--- src/hdl/cfrx_pkg.sv ---
// ----------------------------------------------------------------------------
// cfrx_pkg: shared types and constants of the CRC-checked frame receiver
// Beat types, command and status codes, register indexes and reset values.
// ----------------------------------------------------------------------------
`default_nettype none

package cfrx_pkg;

    // Longest frame accepted, in bytes (header, length and CRC included)
    localparam int unsigned MAX_FRAME_DEF = 256;
    // Shortest frame accepted: header, two length bytes, one spare byte, command, two CRC
    localparam int unsigned MIN_FRAME     = 7;

    // Reflected form of the CRC-16/KERMIT polynomial 0x1021
    localparam logic [15:0] CRC_POLY_REV  = 16'h8408;

    // Register reset values
    localparam logic [15:0] TIMEOUT_RST   = 16'd20000;
    localparam logic [7:0]  HEADER_RST    = 8'hFE;
    localparam logic [7:0]  SUCCESS_RST   = 8'h03;

    // Input commands
    localparam logic [1:0]  CMD_BYTE      = 2'd0;
    localparam logic [1:0]  CMD_TICK      = 2'd1;
    localparam logic [1:0]  CMD_START     = 2'd2;

    // Configuration register indexes
    localparam logic [1:0]  CFG_TIMEOUT   = 2'd0;
    localparam logic [1:0]  CFG_HEADER    = 2'd1;
    localparam logic [1:0]  CFG_SUCCESS   = 2'd2;

    // Result status codes
    localparam logic [2:0]  ST_SUCCESS    = 3'd0;
    localparam logic [2:0]  ST_CRC_BAD    = 3'd1;
    localparam logic [2:0]  ST_TOO_LONG   = 3'd2;
    localparam logic [2:0]  ST_TOO_SHORT  = 3'd3;
    localparam logic [2:0]  ST_OTHER_CMD  = 3'd4;
    localparam logic [2:0]  ST_TO_HUNT    = 3'd5;
    localparam logic [2:0]  ST_TO_LEN     = 3'd6;
    localparam logic [2:0]  ST_TO_DATA    = 3'd7;

    typedef enum logic [1:0] {
        PH_IDLE,
        PH_HUNT,
        PH_LEN,
        PH_DATA
    } phase_t;

    typedef struct packed {
        logic [1:0] cmd;
        logic [7:0] rx_byte;
    } in_item_t;

    typedef struct packed {
        logic [2:0]  status;
        logic [7:0]  command_code;
        logic [15:0] crc_trailer;
        logic [15:0] crc_computed;
        logic [15:0] frame_length;
    } out_item_t;

endpackage : cfrx_pkg

`default_nettype wire

--- src/hdl/cfrx_crc.sv ---
// ----------------------------------------------------------------------------
// cfrx_crc: byte-wise CRC-16/KERMIT update
// Folds one byte into the running CRC, LSB first, reflected polynomial.
// ----------------------------------------------------------------------------
`default_nettype none

module cfrx_crc
(
    input  wire logic [15:0] crc_in,
    input  wire logic [7:0]  data_byte,
    output logic      [15:0] crc_out
);
    import cfrx_pkg::*;

    always_comb
    begin
        logic [15:0] acc;
        acc = crc_in ^ {8'h00, data_byte};
        for (int k = 0; k < 8; k++)
        begin
            if (acc[0])
            begin
                acc = (acc >> 1) ^ CRC_POLY_REV;
            end
            else
            begin
                acc = acc >> 1;
            end
        end
        crc_out = acc;
    end

endmodule : cfrx_crc

`default_nettype wire

--- src/hdl/cfrx_timer.sv ---
// ----------------------------------------------------------------------------
// cfrx_timer: listen window timer
// Counts millisecond ticks of the open window and flags the timeout tick.
// ----------------------------------------------------------------------------
`default_nettype none

module cfrx_timer
(
    input  wire logic              clk,
    input  wire logic              rst_n,
    input  wire logic              fire,
    input  wire cfrx_pkg::in_item_t item,
    input  wire logic              active,
    input  wire logic [15:0]       tick_limit,
    output logic                   timeout_hit
);
    import cfrx_pkg::*;

    logic [15:0] elapsed_reg;
    logic [15:0] elapsed_next;
    logic [15:0] elapsed_inc;
    logic        tick_ev;
    logic        start_ev;

    assign tick_ev     = fire && (item.cmd == CMD_TICK) && active;
    assign start_ev    = fire && (item.cmd == CMD_START);
    // saturate at full scale
    assign elapsed_inc = (elapsed_reg == 16'hFFFF) ? elapsed_reg : elapsed_reg + 16'd1;
    assign timeout_hit = tick_ev && (elapsed_inc >= tick_limit);

    always_comb
    begin
        elapsed_next = elapsed_reg;
        if (start_ev)
        begin
            elapsed_next = 16'd0;
        end
        else if (tick_ev)
        begin
            elapsed_next = elapsed_inc;
        end
    end

    always_ff @(posedge clk or negedge rst_n)
    begin
        if (!rst_n)
        begin
            elapsed_reg <= 16'd0;
        end
        else
        begin
            elapsed_reg <= elapsed_next;
        end
    end

endmodule : cfrx_timer

`default_nettype wire

--- src/hdl/cfrx_parser.sv ---
// ----------------------------------------------------------------------------
// cfrx_parser: frame parser
// Hunts the header, takes the length, runs the CRC and builds the result.
// ----------------------------------------------------------------------------
`default_nettype none

module cfrx_parser
#(
    parameter int unsigned MAX_FRAME = cfrx_pkg::MAX_FRAME_DEF
)
(
    input  wire logic               clk,
    input  wire logic               rst_n,
    input  wire logic               fire,
    input  wire cfrx_pkg::in_item_t item,
    input  wire logic [7:0]         header_byte,
    input  wire logic [7:0]         success_code,
    input  wire logic               timeout_hit,
    output logic                    active,
    output logic                    res_valid,
    output cfrx_pkg::out_item_t     res
);
    import cfrx_pkg::*;

    localparam int unsigned LEN_W = $clog2(MAX_FRAME + 1);

    phase_t             phase_reg;
    phase_t             phase_next;
    logic [LEN_W-1:0]   idx_reg;
    logic [LEN_W-1:0]   idx_next;
    logic [LEN_W-1:0]   exp_reg;
    logic [LEN_W-1:0]   exp_next;
    logic [15:0]        crc_reg;
    logic [15:0]        crc_next;
    logic [7:0]         d0_reg;
    logic [7:0]         d0_next;
    logic [7:0]         d1_reg;
    logic [7:0]         d1_next;
    logic [7:0]         held_reg;
    logic [7:0]         held_next;

    logic [15:0]        crc_upd;
    logic               byte_ev;
    logic               start_ev;
    logic               is_header;
    logic               len_first;
    logic [15:0]        pair_value;
    logic               too_long;
    logic               too_short;
    logic [LEN_W:0]     idx_plus;
    logic               last_byte;
    logic [7:0]         held_now;
    logic               crc_ok;
    logic               success;

    // CRC over the byte two places back: the last two bytes never enter it
    cfrx_crc u_crc
    (
        .crc_in    (crc_reg),
        .data_byte (d1_reg),
        .crc_out   (crc_upd)
    );

    assign active     = (phase_reg != PH_IDLE);
    assign start_ev   = fire && (item.cmd == CMD_START);
    assign byte_ev    = fire && (item.cmd == CMD_BYTE) && active;
    assign is_header  = (item.rx_byte == header_byte);
    assign len_first  = (idx_reg == LEN_W'(1));
    assign pair_value = {d0_reg, item.rx_byte};
    assign too_long   = (pair_value > 16'(MAX_FRAME));
    assign too_short  = (pair_value < 16'(MIN_FRAME));
    assign idx_plus   = {1'b0, idx_reg} + {{LEN_W{1'b0}}, 1'b1};
    assign last_byte  = (idx_plus >= {1'b0, exp_reg});
    assign held_now   = (idx_reg == LEN_W'(4)) ? item.rx_byte : held_reg;
    assign crc_ok     = (pair_value == crc_upd);
    assign success    = crc_ok && (held_now == success_code);

    // next phase
    always_comb
    begin
        phase_next = phase_reg;
        if (start_ev)
        begin
            phase_next = PH_HUNT;
        end
        else if (timeout_hit)
        begin
            phase_next = PH_IDLE;
        end
        else if (byte_ev)
        begin
            case (phase_reg)
                PH_HUNT:
                begin
                    if (is_header)
                    begin
                        phase_next = PH_LEN;
                    end
                end
                PH_LEN:
                begin
                    if (!len_first)
                    begin
                        phase_next = (too_long || too_short) ? PH_HUNT : PH_DATA;
                    end
                end
                PH_DATA:
                begin
                    if (last_byte)
                    begin
                        phase_next = success ? PH_IDLE : PH_HUNT;
                    end
                end
                default:
                begin
                    phase_next = phase_reg;
                end
            endcase
        end
    end

    // frame datapath
    always_comb
    begin
        idx_next  = idx_reg;
        exp_next  = exp_reg;
        crc_next  = crc_reg;
        d0_next   = d0_reg;
        d1_next   = d1_reg;
        held_next = held_reg;
        if (start_ev || timeout_hit)
        begin
            idx_next  = '0;
            exp_next  = '0;
            crc_next  = 16'd0;
            d0_next   = 8'd0;
            d1_next   = 8'd0;
            held_next = 8'd0;
        end
        else if (byte_ev)
        begin
            case (phase_reg)
                PH_HUNT:
                begin
                    if (is_header)
                    begin
                        idx_next  = LEN_W'(1);
                        exp_next  = '0;
                        crc_next  = 16'd0;
                        d0_next   = item.rx_byte;
                        d1_next   = 8'd0;
                        held_next = 8'd0;
                    end
                end
                PH_LEN:
                begin
                    if (len_first)
                    begin
                        d1_next  = d0_reg;
                        d0_next  = item.rx_byte;
                        idx_next = LEN_W'(2);
                    end
                    else if (too_long || too_short)
                    begin
                        idx_next  = '0;
                        exp_next  = '0;
                        crc_next  = 16'd0;
                        d0_next   = 8'd0;
                        d1_next   = 8'd0;
                        held_next = 8'd0;
                    end
                    else
                    begin
                        crc_next = crc_upd;
                        d1_next  = d0_reg;
                        d0_next  = item.rx_byte;
                        idx_next = LEN_W'(3);
                        exp_next = pair_value[LEN_W-1:0];
                    end
                end
                PH_DATA:
                begin
                    if (last_byte)
                    begin
                        idx_next  = '0;
                        exp_next  = '0;
                        crc_next  = 16'd0;
                        d0_next   = 8'd0;
                        d1_next   = 8'd0;
                        held_next = 8'd0;
                    end
                    else
                    begin
                        crc_next  = crc_upd;
                        d1_next   = d0_reg;
                        d0_next   = item.rx_byte;
                        idx_next  = idx_plus[LEN_W-1:0];
                        held_next = held_now;
                    end
                end
                default:
                begin
                    idx_next = idx_reg;
                end
            endcase
        end
    end

    // result
    always_comb
    begin
        res_valid = 1'b0;
        res       = '0;
        if (timeout_hit)
        begin
            res_valid = 1'b1;
            case (phase_reg)
                PH_LEN:  res.status = ST_TO_LEN;
                PH_DATA: res.status = ST_TO_DATA;
                default: res.status = ST_TO_HUNT;
            endcase
        end
        else if (byte_ev && (phase_reg == PH_LEN) && !len_first && (too_long || too_short))
        begin
            res_valid        = 1'b1;
            res.status       = too_long ? ST_TOO_LONG : ST_TOO_SHORT;
            res.frame_length = pair_value;
        end
        else if (byte_ev && (phase_reg == PH_DATA) && last_byte)
        begin
            res_valid        = 1'b1;
            res.status       = !crc_ok ? ST_CRC_BAD : (success ? ST_SUCCESS : ST_OTHER_CMD);
            res.command_code = held_now;
            res.crc_trailer  = pair_value;
            res.crc_computed = crc_upd;
            res.frame_length = 16'(exp_reg);
        end
    end

    always_ff @(posedge clk or negedge rst_n)
    begin
        if (!rst_n)
        begin
            phase_reg <= PH_IDLE;
            idx_reg   <= '0;
            exp_reg   <= '0;
            crc_reg   <= 16'd0;
            d0_reg    <= 8'd0;
            d1_reg    <= 8'd0;
            held_reg  <= 8'd0;
        end
        else
        begin
            phase_reg <= phase_next;
            idx_reg   <= idx_next;
            exp_reg   <= exp_next;
            crc_reg   <= crc_next;
            d0_reg    <= d0_next;
            d1_reg    <= d1_next;
            held_reg  <= held_next;
        end
    end

`ifndef SYNTHESIS
    a_data_idx_in_frame : assert property (@(posedge clk) disable iff (!rst_n)
        (phase_reg == PH_DATA) |-> (idx_reg < exp_reg))
        else $error("byte index ran past the frame length");

    a_data_len_bounds : assert property (@(posedge clk) disable iff (!rst_n)
        (phase_reg == PH_DATA) |->
            ((exp_reg >= LEN_W'(MIN_FRAME)) && (exp_reg <= LEN_W'(MAX_FRAME))))
        else $error("accepted frame length out of bounds");
`endif

endmodule : cfrx_parser

`default_nettype wire

--- src/hdl/crc_checked_frame_receiver.sv ---
// Latency: a result beat is offered on the cycle after the input beat that causes it.
// Throughput: one input beat per cycle; a waiting result stalls input only while
// out_ready is low, the output register being the only stage on the result path.
// Reset: rst_n clears the window to idle, the timer to zero and the registers to
// timeout 20000 ticks, header 0xFE, success code 0x03; no clearing pass is needed.
// ----------------------------------------------------------------------------
// crc_checked_frame_receiver: length-prefixed frame receiver with CRC-16 check
// Opens a listen window on a start beat, hunts for the header byte, reads a
// big-endian total length, checks CRC-16/KERMIT over the frame body and
// reports one status beat per finished, discarded or timed-out frame.
// ----------------------------------------------------------------------------
`default_nettype none

module crc_checked_frame_receiver
#(
    parameter int unsigned MAX_FRAME = cfrx_pkg::MAX_FRAME_DEF
)
(
    input  wire logic                clk,
    input  wire logic                rst_n,
    // input beats
    input  wire logic                in_valid,
    output logic                     in_ready,
    input  wire cfrx_pkg::in_item_t  in_data,
    // result beats
    output logic                     out_valid,
    input  wire logic                out_ready,
    output cfrx_pkg::out_item_t      out_data,
    // register writes
    input  wire logic                cfg_valid,
    output logic                     cfg_ready,
    input  wire logic [1:0]          cfg_index,
    input  wire logic [15:0]         cfg_data
);
    import cfrx_pkg::*;

    logic        in_fire;
    logic        cfg_fire;

    logic [15:0] timeout_reg;
    logic [7:0]  header_reg;
    logic [7:0]  success_reg;

    logic        active;
    logic        timeout_hit;
    logic        res_valid;
    out_item_t   res;

    logic        out_valid_reg;
    logic        out_valid_next;
    out_item_t   out_data_reg;

    // Take a new beat whenever the result register is empty or being drained
    assign in_ready  = !out_valid_reg || out_ready;
    assign in_fire   = in_valid && in_ready;
    assign cfg_ready = 1'b1;
    assign cfg_fire  = cfg_valid && cfg_ready;

    // Registers: writes to an unknown index are dropped
    always_ff @(posedge clk or negedge rst_n)
    begin
        if (!rst_n)
        begin
            timeout_reg <= TIMEOUT_RST;
            header_reg  <= HEADER_RST;
            success_reg <= SUCCESS_RST;
        end
        else if (cfg_fire)
        begin
            case (cfg_index)
                CFG_TIMEOUT: timeout_reg <= cfg_data;
                CFG_HEADER:  header_reg  <= cfg_data[7:0];
                CFG_SUCCESS: success_reg <= cfg_data[7:0];
                default:     timeout_reg <= timeout_reg;
            endcase
        end
    end

    // Window timer: counts ticks while listening, flags the expiring tick
    cfrx_timer u_timer
    (
        .clk         (clk),
        .rst_n       (rst_n),
        .fire        (in_fire),
        .item        (in_data),
        .active      (active),
        .tick_limit  (timeout_reg),
        .timeout_hit (timeout_hit)
    );

    // Frame parser: all per-beat work, one pass, result ready in the same cycle
    cfrx_parser
    #(
        .MAX_FRAME (MAX_FRAME)
    )
    u_parser
    (
        .clk          (clk),
        .rst_n        (rst_n),
        .fire         (in_fire),
        .item         (in_data),
        .header_byte  (header_reg),
        .success_code (success_reg),
        .timeout_hit  (timeout_hit),
        .active       (active),
        .res_valid    (res_valid),
        .res          (res)
    );

    // Result register: load on every accepted beat, clear once taken
    always_comb
    begin
        out_valid_next = out_valid_reg;
        if (in_fire)
        begin
            out_valid_next = res_valid;
        end
        else if (out_ready)
        begin
            out_valid_next = 1'b0;
        end
    end

    always_ff @(posedge clk or negedge rst_n)
    begin
        if (!rst_n)
        begin
            out_valid_reg <= 1'b0;
        end
        else
        begin
            out_valid_reg <= out_valid_next;
        end
    end

    // Payload: hold unless a new result arrives
    always_ff @(posedge clk)
    begin
        if (in_fire && res_valid)
        begin
            out_data_reg <= res;
        end
    end

    assign out_valid = out_valid_reg;
    assign out_data  = out_data_reg;

`ifndef SYNTHESIS
    a_result_has_cause : assert property (@(posedge clk) disable iff (!rst_n)
        $rose(out_valid) |-> $past(in_valid && in_ready))
        else $error("result beat appeared without an accepted input beat");

    a_start_silent : assert property (@(posedge clk) disable iff (!rst_n)
        (in_valid && in_ready && (in_data.cmd == CMD_START)) |=> !out_valid)
        else $error("start beat produced a result");

    a_timeout_fields_zero : assert property (@(posedge clk) disable iff (!rst_n)
        (out_valid && ((out_data.status == ST_TO_HUNT) || (out_data.status == ST_TO_LEN)
            || (out_data.status == ST_TO_DATA)))
        |-> ((out_data.command_code == 8'd0) && (out_data.crc_trailer == 16'd0)
            && (out_data.crc_computed == 16'd0) && (out_data.frame_length == 16'd0)))
        else $error("timeout result carries frame fields");

    a_length_reject_bounds : assert property (@(posedge clk) disable iff (!rst_n)
        (out_valid && (out_data.status == ST_TOO_LONG))
        |-> (out_data.frame_length > 16'(MAX_FRAME)))
        else $error("too-long status with a length in range");
`endif

endmodule : crc_checked_frame_receiver

`default_nettype wire

--- config.mk ---
export PLATFORM = sky130hd
export DESIGN_NAME = crc_checked_frame_receiver
export DESIGN_NICKNAME = d
export VERILOG_FILES = /design/src/hdl/cfrx_pkg.sv /design/src/hdl/cfrx_crc.sv /design/src/hdl/cfrx_timer.sv /design/src/hdl/cfrx_parser.sv /design/src/hdl/crc_checked_frame_receiver.sv
export SDC_FILE = /design/constraint.sdc
export NUM_CORES = 1
export LEC_CHECK = 0
export BUFFER_PORTS_ARGS = -buffer_cell sky130_fd_sc_hd__buf_4
export CORE_UTILIZATION = 40
export DETAILED_ROUTE_END_ITERATION = 16
export SYNTH_ARGS = -nofsm -noshare
export SYNTH_HDL_FRONTEND = slang
export SYNTH_HIERARCHICAL = 1
export SYNTH_SLANG_ARGS = --single-unit
export TNS_END_PERCENT = 100
--- constraint.sdc ---
create_clock -name clk -period 15.85 [get_ports clk]
set_input_delay 2.3775 -clock clk [delete_from_list [all_inputs] [get_ports clk]]
set_output_delay 2.3775 -clock clk [all_outputs]
set_load 0.02 [all_outputs]
* Word level (Yosys, flattened, before mapping)
Cells that the tools add are included.
Storage, ports and cells: register bits after elaboration 168, output and inout bits 62, logic and storage cells 165
Operators by class: add/subtract/negate cells 2, $lt $le $gt $ge 4, equal/unequal tests 20, muxes and demuxes 75, bitwise operators 10, reduce and logical (&&, ||, !) cells 37
Operator list (count):
- two-way mux 16 bit | 18
- two-way mux 8 bit | 18
- two-way mux 9 bit | 11
- one-hot mux 8 bit (3 select lines) | 3
- two-way mux 59 bit | 1
- one-hot mux 9 bit (3 select lines) | 2
- one-hot mux 16 bit (3 select lines) | 1
- NOT 2 -> 3 bit | 8
- adder 16 x 1 -> 16 bit (second input constant) | 1
- equality test 16 bit | 1
- equality test 16 bit (second input constant) | 1
- equality test 8 bit | 2
- >= comparator 16 bit | 1
- > comparator 16 x 9 -> 1 bit (second input constant) | 1
- < comparator 16 x 3 -> 1 bit (second input constant) | 1
- two-way mux 2 bit | 8
- XOR 16 x 8 -> 16 bit | 1
- AND reduction 5 bit | 3
- logical AND 1 bit | 14
- two-way mux 3 bit | 4
- adder 9 x 1 -> 10 bit (second input constant) | 1
- >= comparator 10 x 9 -> 1 bit | 1
- equality test 9 x 1 -> 1 bit (second input constant) | 1
- equality test 9 x 3 -> 1 bit (second input constant) | 1
- other kinds (21) | 44

* Depth between registers and ports, before layout
Gate-level depths: netlist of run 1.
depth in word-level cells 25, gate-level depth with buffers 20

* By module
Netlist of run 1, hierarchy kept.
Modules (own cells, without submodules):
- cfrx_parser | times used 1, cells each 451, area each 4154.0 um2
- crc_checked_frame_receiver | times used 1, cells each 135, area each 3057.9 um2
- cfrx_timer | times used 1, cells each 190, area each 1581.5 um2
- cfrx_crc | times used 1, cells each 25, area each 380.4 um2

* Least setup slack after synthesis of run 1
Ideal clock, no wire load.
kind input -> register, start input port out_ready, end register out_data_reg (netlist bit out_data[0]), enable pin, library setup time 0.483 ns, arrival 6.487 ns, required time 15.367 ns, slack 8.881 ns, stages on the path 10, path buffers 2, cells stage by stage nand2b_1 -> and2_1 -> nand3_1 -> clkbuf_1 -> nor3_1 -> clkbuf_1 -> a21oi_1 -> nand2b_1 -> nand2_1 -> nor2b_1
On the way: elaborated cells on any way between the ends 16, classes of those cells mux (3); reduce/logical (13)
RTL lines:
- from (decl) | line crc_checked_frame_receiver.sv:27 | input wire logic out_ready,
- logical OR 1 bit | line crc_checked_frame_receiver.sv:54 | assign in_ready = !out_valid_reg || out_ready;
- logical AND 1 bit | line crc_checked_frame_receiver.sv:55 | assign in_fire = in_valid && in_ready;
- net in_fire | line crc_checked_frame_receiver.sv:37 | logic in_fire;
- logical AND 1 bit (2 in series) | line cfrx_timer.sv:25 | assign tick_ev = fire && (item.cmd == CMD_TICK) && active;
- logical AND 1 bit | line cfrx_timer.sv:29 | assign timeout_hit = tick_ev && (elapsed_inc >= tick_limit);
- net timeout_hit | line crc_checked_frame_receiver.sv:45 | logic timeout_hit;
- two-way mux 1 bit | line cfrx_parser.sv:214 | if (timeout_hit)
- net res_valid | line crc_checked_frame_receiver.sv:46 | logic res_valid;
- logical AND 1 bit | line crc_checked_frame_receiver.sv:139 | if (in_fire && res_valid)
- to (signal assigned) | line crc_checked_frame_receiver.sv:141 | out_data_reg <= res;
- to (decl) | line crc_checked_frame_receiver.sv:51 | out_item_t out_data_reg;
The timed path passes the listed nets, and every way through them passes these cells. A chain may end at the register's enable or synchronous reset.

* Worst setup path after layout of run 1
start input port out_ready, end register out_data_reg (netlist bit out_data[4]), enable pin
The elaborated chain is that of the path after synthesis.

==> results of run 1 <==
-- layout make-up --
cell class | count | area share [%]
tap | 285 | 3.36
timing repair buffer | 98 | 6.93
inverter | 40 | 1.41
clock inverter | 10 | 0.883
multi-input combinational | 553 | 40.6
clock buffer | 22 | 4.28
sequential | 168 | 42.5
-- cell families after synthesis --
kind of cell    Yosys count
compound gates          164
xor+xnor                 70
buf+inv                  80
simple gates            244
mux                      45
fa+ha+maj                29
flops                   168
other cells               1
-- critical path: stages --
cell      delay (ns)
buf_4           0.07
nand2b_1        0.21
and2_1          0.26
nand3_1         0.40
nor3_1          0.81
a21oi_1         0.15
nand2b_1        0.12
nand2_1         0.10
nor2b_4         0.44
buf_4           0.56
-- cell usage after synthesis, types with 6 or more instances --
master and count:
dfrtp_1 95, nand2_1 65, edfxtp_1 59, a22o_1 48, and2_1 43, xnor2_1 42, inv_1 40, a21oi_1 39
mux2_2 33, ha_1 29, nor2_1 25, clkbuf_1 18, nand3_1 16, buf_2 15, xor2_1 15, dfstp_2 14
nor3_1 13, mux2i_1 12, nand4_1 12, o21ai_0 12, nor2b_1 10, and3_1 9, o2bb2ai_1 9, nand2b_1 7
nor4_1 7, or3_1 7, a31oi_1 6, o21a_1 6
-- final timing paths --
| check | end | slack [ns] | from |
|---|---|---|---|
| min in group asynchronous | u_parser/d0_reg[7]$_DFFE_PN0P_ | 1.93 | rst_n |
| worst max-delay path | out_data[4]$_DFFE_PP_ | 10.37 | out_ready |
| max in group asynchronous | u_timer/elapsed_reg[1]$_DFFE_PN0P_ | 12.60 | rst_n |
| worst min-delay path | u_parser/crc_reg[15]$_DFFE_PN0P_ | 0.51 | u_parser/crc_reg[15]$_DFFE_PN0P_ |
| worst min register to register | u_parser/crc_reg[15]$_DFFE_PN0P_ | 0.51 | u_parser/crc_reg[15]$_DFFE_PN0P_ |
| worst max register to register | out_data[4]$_DFFE_PP_ | 10.48 | u_timer/elapsed_reg[0]$_DFFE_PN0P_ |
-- metal layers --
metal | wire (um) | share of wire (%)
met5 | 0 | 0
met4 | 269 | 1.2
met3 | 1060 | 4.7
met1 | 10600 | 47
met2 | 10500 | 47
-- per-stage QoR --
| stage | cell area (sq um) | hold slack, ns | utilization [%] |
|---|---|---|---|
| 5_1_grt | 10600 | 0.529 | 47.1 |
| 3_3_place_gp | 10100 | 0.487 | 44.6 |
| 4_1_cts | 10600 | 0.508 | 47.1 |
| 3_5_place_dp | 10100 | 0.489 | 44.6 |
| 6_report | 10600 | 0.505 | 47.1 |
| 2_1_floorplan | 9170 | 0.467 | - |
-- power by group through the flow --
stage / logic, mW / clock network, mW / registers [mW]
2_1_floorplan: 0.131 / 0 / 0.513
3_3_place_gp: 0.182 / 0 / 0.519
3_5_place_dp: 0.184 / 0 / 0.519
4_1_cts: 0.185 / 0.407 / 0.511
5_1_grt: 0.204 / 0.422 / 0.515
6_report: 0.185 / 0.396 / 0.511
==> key figures, run 1 <==
STA
  – Final Max Tran Viols: 0
  – Worst Setup Slack, final: 10.37 ns
  – Endpoints failing setup: 0
  – Fin crit share: 34.6%
  – Rel. slew slack: 20.4%
  – RSZ-0062 raised after global routing: no
  – Hold Vio Cnt, Final: 0
  – Final min period: roughly 5.5 ns
  – Worst Tran Pin Value: 1.19 ns
  – Final Skew: 0.0123 ns
  – Max Clock Freq: 183 MHz
  – Setup TNS Final: 0 ns

Global routing
  – Vias in the first global route: 6140
  – Met2 Usage GRT: 30.2%
  – Tot GR Track Use: about a fifth
  – GR Overflow Total: 0
  – Met3 Usage GRT: 3.06%
  – First-pass GRT wire length: about 35000 um
  – Largest net degree at the start of global routing: 70
  – Antenna violations before repair: 0
  – GRT met1 Usage: between 20% and 30%
  – GR peak layer: met2

Logic synthesis
  – Largest family of logic cells by synthesized area: simple AND/OR/NAND/NOR gates
  – Ranking of synthesized cells by area: dfrtp_1 26%, edfxtp_1 19%, a22o_1 4.6%
  – Ys Warns: 6
  – Sequential element share of the synthesized area: around half
  – Synth unique cells: 78
  – Area fraction of the dominant cell type after synthesis: 25.9%
  – Syn_nets: 863
  – Post-synth EDFFs: between 50 and 60
  – Syn Std Cell Area: around 9000 sq um
  – Leading area contributor after synthesis: dfrtp_1
  – Async S/R FF share, synth: about 65%
  – Post-synthesis xor/xnor area fraction: 8.50%
  – Post-synthesis adder-cell area fraction: 3.96%
  – Multiplexer share of the synthesized area: 5.36%
  – Cells after Synth: 801
  – Top FF cell, synth: dfrtp_1
  – Mean Syn Cell Area: between 10 and 15 sq um
  – Compound-Gate Fraction of Synth Area: 13.4%
  – Simple-gate area share of the yosys netlist: 15.6%
  – Flop and latch count out of synthesis: 168

Pwr
  – P_leak: 4.56 nW
  – Flop pwr share: 46.8%
  – Switch Pwr: 308 uW
  – Power density over cell area: slightly above 100 nW/um^2
  – P_int: between 700 and 800 uW
  – Net Sw Frac: between 20% and 30%
  – Total power: 1.09 mW
  – Maximum VDD drop: a little under 80 uV
  – Clock network power share: between 30 and 40%
  – Combinational share of power: between 10% and 20%

Place
  – Global placement routability congestion: ~0.85
  – Placed cells: 1144
  – Dpl hpwl: approximately 15000 um
  – Pre-CTS setup slack: 9.86 ns
  – Port bufs: 93

Finish
  – Layout cells sized above 1: 23.6%
  – # fillers: 2120
  – Multi-input gate area: about 4300 sq um
  – Total Nets Final: 940
  – Commonest non-fill, non-tap cell in the layout: buf_4
  – Register area: 4520 sq um
  – Antenna cells: 0
  – Commonest non-fill, non-tap cells in the layout: 98 x buf_4, 95 x dfrtp_1, 65 x nand2_1
  – Finished Layout Cells: 1176
  – Largest register FFs: 59
  – Syn-to-layout area delta: 15.8%

Clock network
  – Hold_buf cts: 0
  – H-tree Lvls: 4
  – Worst-path clk slew: 0.07 ns
  – Post-CTS Setup Inserts: 0
  – Sink Count: 168
  – CTS Root Buffer Type: clkbuf_16
  – Post-cts sizing count: 0
  – CTS buffer count: 17
  – CTS tree: built
  – Clk buf depth: 2
  – Worst-Skew Late Latency: ~0.43 ns

Die
  – Die W: about 150 um
  – I/O pins: 95
  – Chip height: 153 um
  – Initial core utilization: 40.6%
  – Core box area: 22600 sq um
  – Num rows: 55
  – Die area: approximately 24000 sq um

Critical path
  – CP required: roughly 16 ns
  – Crit path DAT: 5.54 ns
  – Worst setup EP type: register
  – WS Path Type: in2reg
  – CP Launch Type: input port
  – Worst-path maximum fanout: 45
  – Cells on worst reg2reg path: 16

Status
  – Outcome: complete, no violations

Drt
  – Router iterations before antenna repair: 7
  – Routed wire length: between 20000 and 25000 um
  – DR DRC count: 0
  – ANT nets after route: 0
  – Routed via count: roughly 6500
  – Via/cell ratio: 5.50
  – Initial drt markers: 377
  – Avg WL per Cell: 19.0 um

Job
  – Max_cap viols: 0

Hold path
  – WHS Path Cells: 1
  – Hold Path Class: reg2reg
No activity file was read; power rests on OpenSTA's default activity.
==> run 2, diff against run 1 <==
clock period = 5.1 ns   (was 15.85 ns; I/O delays follow)
==> run 2 against run 1 <==
  * Critical path depth is 5 higher
  * Via count is 0.36% lower
  * Non-clock buffer count is 5 higher
  * Largest power group unchanged
  * Critical endpoint is now u_parser/crc_reg[4]$_DFFE_PN0P_
  * Clock skew hardly changed
  * Routed wire length is 0.69% lower
  * Sequential cell count stayed put
  * Clock power grew to 3.3 times the previous value
  * Register-to-register slack worse by 9.9 ns
  * Final area is 0.86% higher
  * Global-route usage is 0.23 points higher
  * Cell count is 0.43% higher
==> key figures, run 2 (synthesis gave the netlist of run 1 again) <==
Critical path
  – CP Launch Type: register (was input port)
  – Worst-path maximum fanout: 17 (was 45)
  – RR Startpoint: u_timer/elapsed_reg[0]$_DFFE_PN0P_ (unchanged)
  – R2R Setup Slk: 0.63 ns (was 10.48 ns)
  – CP endpoint: u_parser/crc_reg[4]$_DFFE_PN0P_ (was out_data[4]$_DFFE_PP_)
  – Crit path DAT: 4.84 ns (was 5.54 ns)
  – Worst setup EP type: register (unchanged)
  – Cells on worst reg2reg path: 15 (was 16)
  – CP required: 5.47 ns (was 15.92 ns)
  – Capturing point of the worst reg2reg path: u_parser/crc_reg[4]$_DFFE_PN0P_ (was out_data[4]$_DFFE_PP_)
  – Worst Setup SP: u_timer/elapsed_reg[0]$_DFFE_PN0P_ (was out_ready)
  – WS Path Type: reg2reg (was in2reg)

Die
  – Chip height: 153 um (unchanged)
  – Die W: 153 um (unchanged)
  – I/O pins: 95 (unchanged)
  – Core box area: 22600 sq um (unchanged)
  – Die area: 23500 sq um (unchanged)
  – Initial core utilization: 40.6% (unchanged)
  – Num rows: 55 (unchanged)

Finish
  – Fin util: 47.5% (was 47.1%)
  – Commonest non-fill, non-tap cell in the layout: buf_4 (unchanged)
  – Layout cells sized above 1: 24.6% (was 23.6%)
  – Total Nets Final: 945 (was 940)
  – Finished Cell Area: 10700 sq um (was 10600 sq um)
  – Antenna cells: 0 (unchanged)
  – # fillers: 2105 (was 2120)
  – Largest register FFs: 59 (unchanged)
  – Syn-to-layout area delta: 16.8% (was 15.8%)
  – Commonest non-fill, non-tap cells in the layout: 103 x buf_4, 95 x dfrtp_1, 65 x nand2_1 (was 98 x buf_4, 95 x dfrtp_1, 65 x nand2_1)

Clock network
  – Post-cts sizing count: 0 (unchanged)
  – CTS buffer count: 17 (unchanged)
  – Hold_buf cts: 0 (unchanged)
  – CTS tree: built (unchanged)
  – Worst-path clk slew: 0.07 ns (about the same)
  – CTS Root Buffer Type: clkbuf_16 (unchanged)
  – Clk buf depth: 2 (unchanged)
  – H-tree Lvls: 4 (unchanged)
  – Worst-Skew Late Latency: 0.44 ns (was 0.43 ns)
  – Sink Count: 168 (unchanged)
  – Post-CTS Setup Inserts: 0 (unchanged)

Job
  – Max_cap viols: 0 (unchanged)

Status
  – Outcome: complete, no violations (unchanged)

Drt
  – Router iterations before antenna repair: 5 (was 7)
  – ANT nets after route: 0 (unchanged)
  – Via/cell ratio: 5.46 (was 5.50)
  – Initial drt markers: 464 (was 377)
  – Routed wire length: 22200 um (was 22400 um)
  – Avg WL per Cell: 18.8 um (was 19.0 um)
  – Routed via count: 6445 (was 6468)
  – DR DRC count: 0 (unchanged)

STA
  – RSZ-0062 raised after global routing: no (unchanged)
  – Endpoints failing setup: 0 (unchanged)
  – Max Clock Freq: roughly 220 MHz
  – Final Max Tran Viols: 0 (unchanged)
  – Rel. slew slack: 39.4% (was 20.4%)
  – Worst Tran Pin Value: 0.910 ns (was 1.19 ns)
  – Fin crit share: 87.7%
  – Setup TNS Final: 0 ns (unchanged)
  – Hold Vio Cnt, Final: 0 (unchanged)
  – Worst Setup Slack, final: 0.628 ns (was 10.37 ns)
  – Final Skew: 0.0126 ns (was 0.0123 ns)
  – Final min period: 4.47 ns

Global routing
  – First-pass GRT wire length: 35700 um (was 35100 um)
  – Antenna violations before repair: 0 (unchanged)
  – Vias in the first global route: 6291 (was 6140)
  – GR Overflow Total: 0 (unchanged)
  – Largest net degree at the start of global routing: 70 (unchanged)
  – Tot GR Track Use: 19.7% (was 19.4%)

Pwr
  – Combinational share of power: 16.6% (was 17.0%)
  – Net Sw Frac: 29.7% (was 28.2%)
  – Flop pwr share: 45.5% (was 46.8%)
  – P_leak: 4.61 nW (was 4.56 nW)
  – Switch Pwr: 1.03 mW (was 308 uW)
  – Clock network power share: 37.9% (was 36.3%)
  – Total power: 3.48 mW (was 1.09 mW)
  – Power density over cell area: 325 nW/um^2 (was 103 nW/um^2)
  – Maximum VDD drop: 210 uV (was 77.3 uV)
  – P_int: 2.45 mW (was 784 uW)

Place
  – Post-DP Area: 10100 sq um (about the same)
  – Dpl hpwl: 15300 um (about the same)
  – Pre-CTS setup slack: 0.702 ns (was 9.86 ns)
  – Global placement routability congestion: 0.869 (was 0.851)
  – Port bufs: 93 (unchanged)

Hold path
  – Hold Path Class: in2async (was reg2reg)
==> run 2: cell type report <==
class	instances	area (sq um)	share of cell area, %
clock inverter	15	176	1.65
timing repair buffer	103	773	7.22
sequential	168	4520	42.2
clock buffer	17	425	3.97
inverter	40	150	1.40
tap	285	357	3.33
multi-input combinational	553	4310	40.3
==> run 2: worst min-delay path by stage <==
| stage | end | cells after the start |
|---|---|---|
| 2_1_floorplan | header_reg[0]$_DFFE_PN0P_ | 0 |
| 3_3_place_gp | u_parser/crc_reg[10]$_DFFE_PN0P_ | 1 |
| 3_5_place_dp | u_parser/crc_reg[10]$_DFFE_PN0P_ | 1 |
| 4_1_cts | u_parser/crc_reg[10]$_DFFE_PN0P_ | 1 |
| 5_1_grt | u_parser/crc_reg[5]$_DFFE_PN0P_ | 1 |
| 6_report | u_parser/crc_reg[5]$_DFFE_PN0P_ | 1 |
==> run 2: metal layers <==
layer,wire length [um],vias to the layer above,track usage (%)
met5,0,-,0
met4,217,0,5.38
met3,997,16,3.74
met2,10100,160,30.2
met1,11000,3182,28.3
li1,-,3087,-
==> run 2: power by group through the flow <==
stage	registers (mW)	logic (mW)	clock network [mW]
after floorplan	1.59	0.407	0
after global routing	1.60	0.634	1.40
final	1.59	0.579	1.32
after CTS	1.59	0.580	1.35
after global placement	1.61	0.571	0
after detailed placement	1.61	0.576	0
==> run 2: critical path: stages (launching register included) <==
cell and delay, ns:
dfrtp_1 0.42, ha_1 0.30, nand4_2 0.23, nor3_4 0.35, nand2_4 0.21, mux2_2 0.32, ha_1 0.28, and3_1 0.16
o21ai_0 0.17, a311oi_1 0.11, nor4_1 0.26, nor3_1 0.09, buf_4 0.20, nand2b_1 0.27, o32ai_4 0.76, a22o_1 0.27
==> run 2: metrics by stage <==
stage          hold slack, ns  std cells
2_1_floorplan           0.467        801
3_3_place_gp            0.486       1149
3_5_place_dp            0.491       1149
4_1_cts                 0.482       1181
5_1_grt                 0.521       1181
6_report                0.445       1181
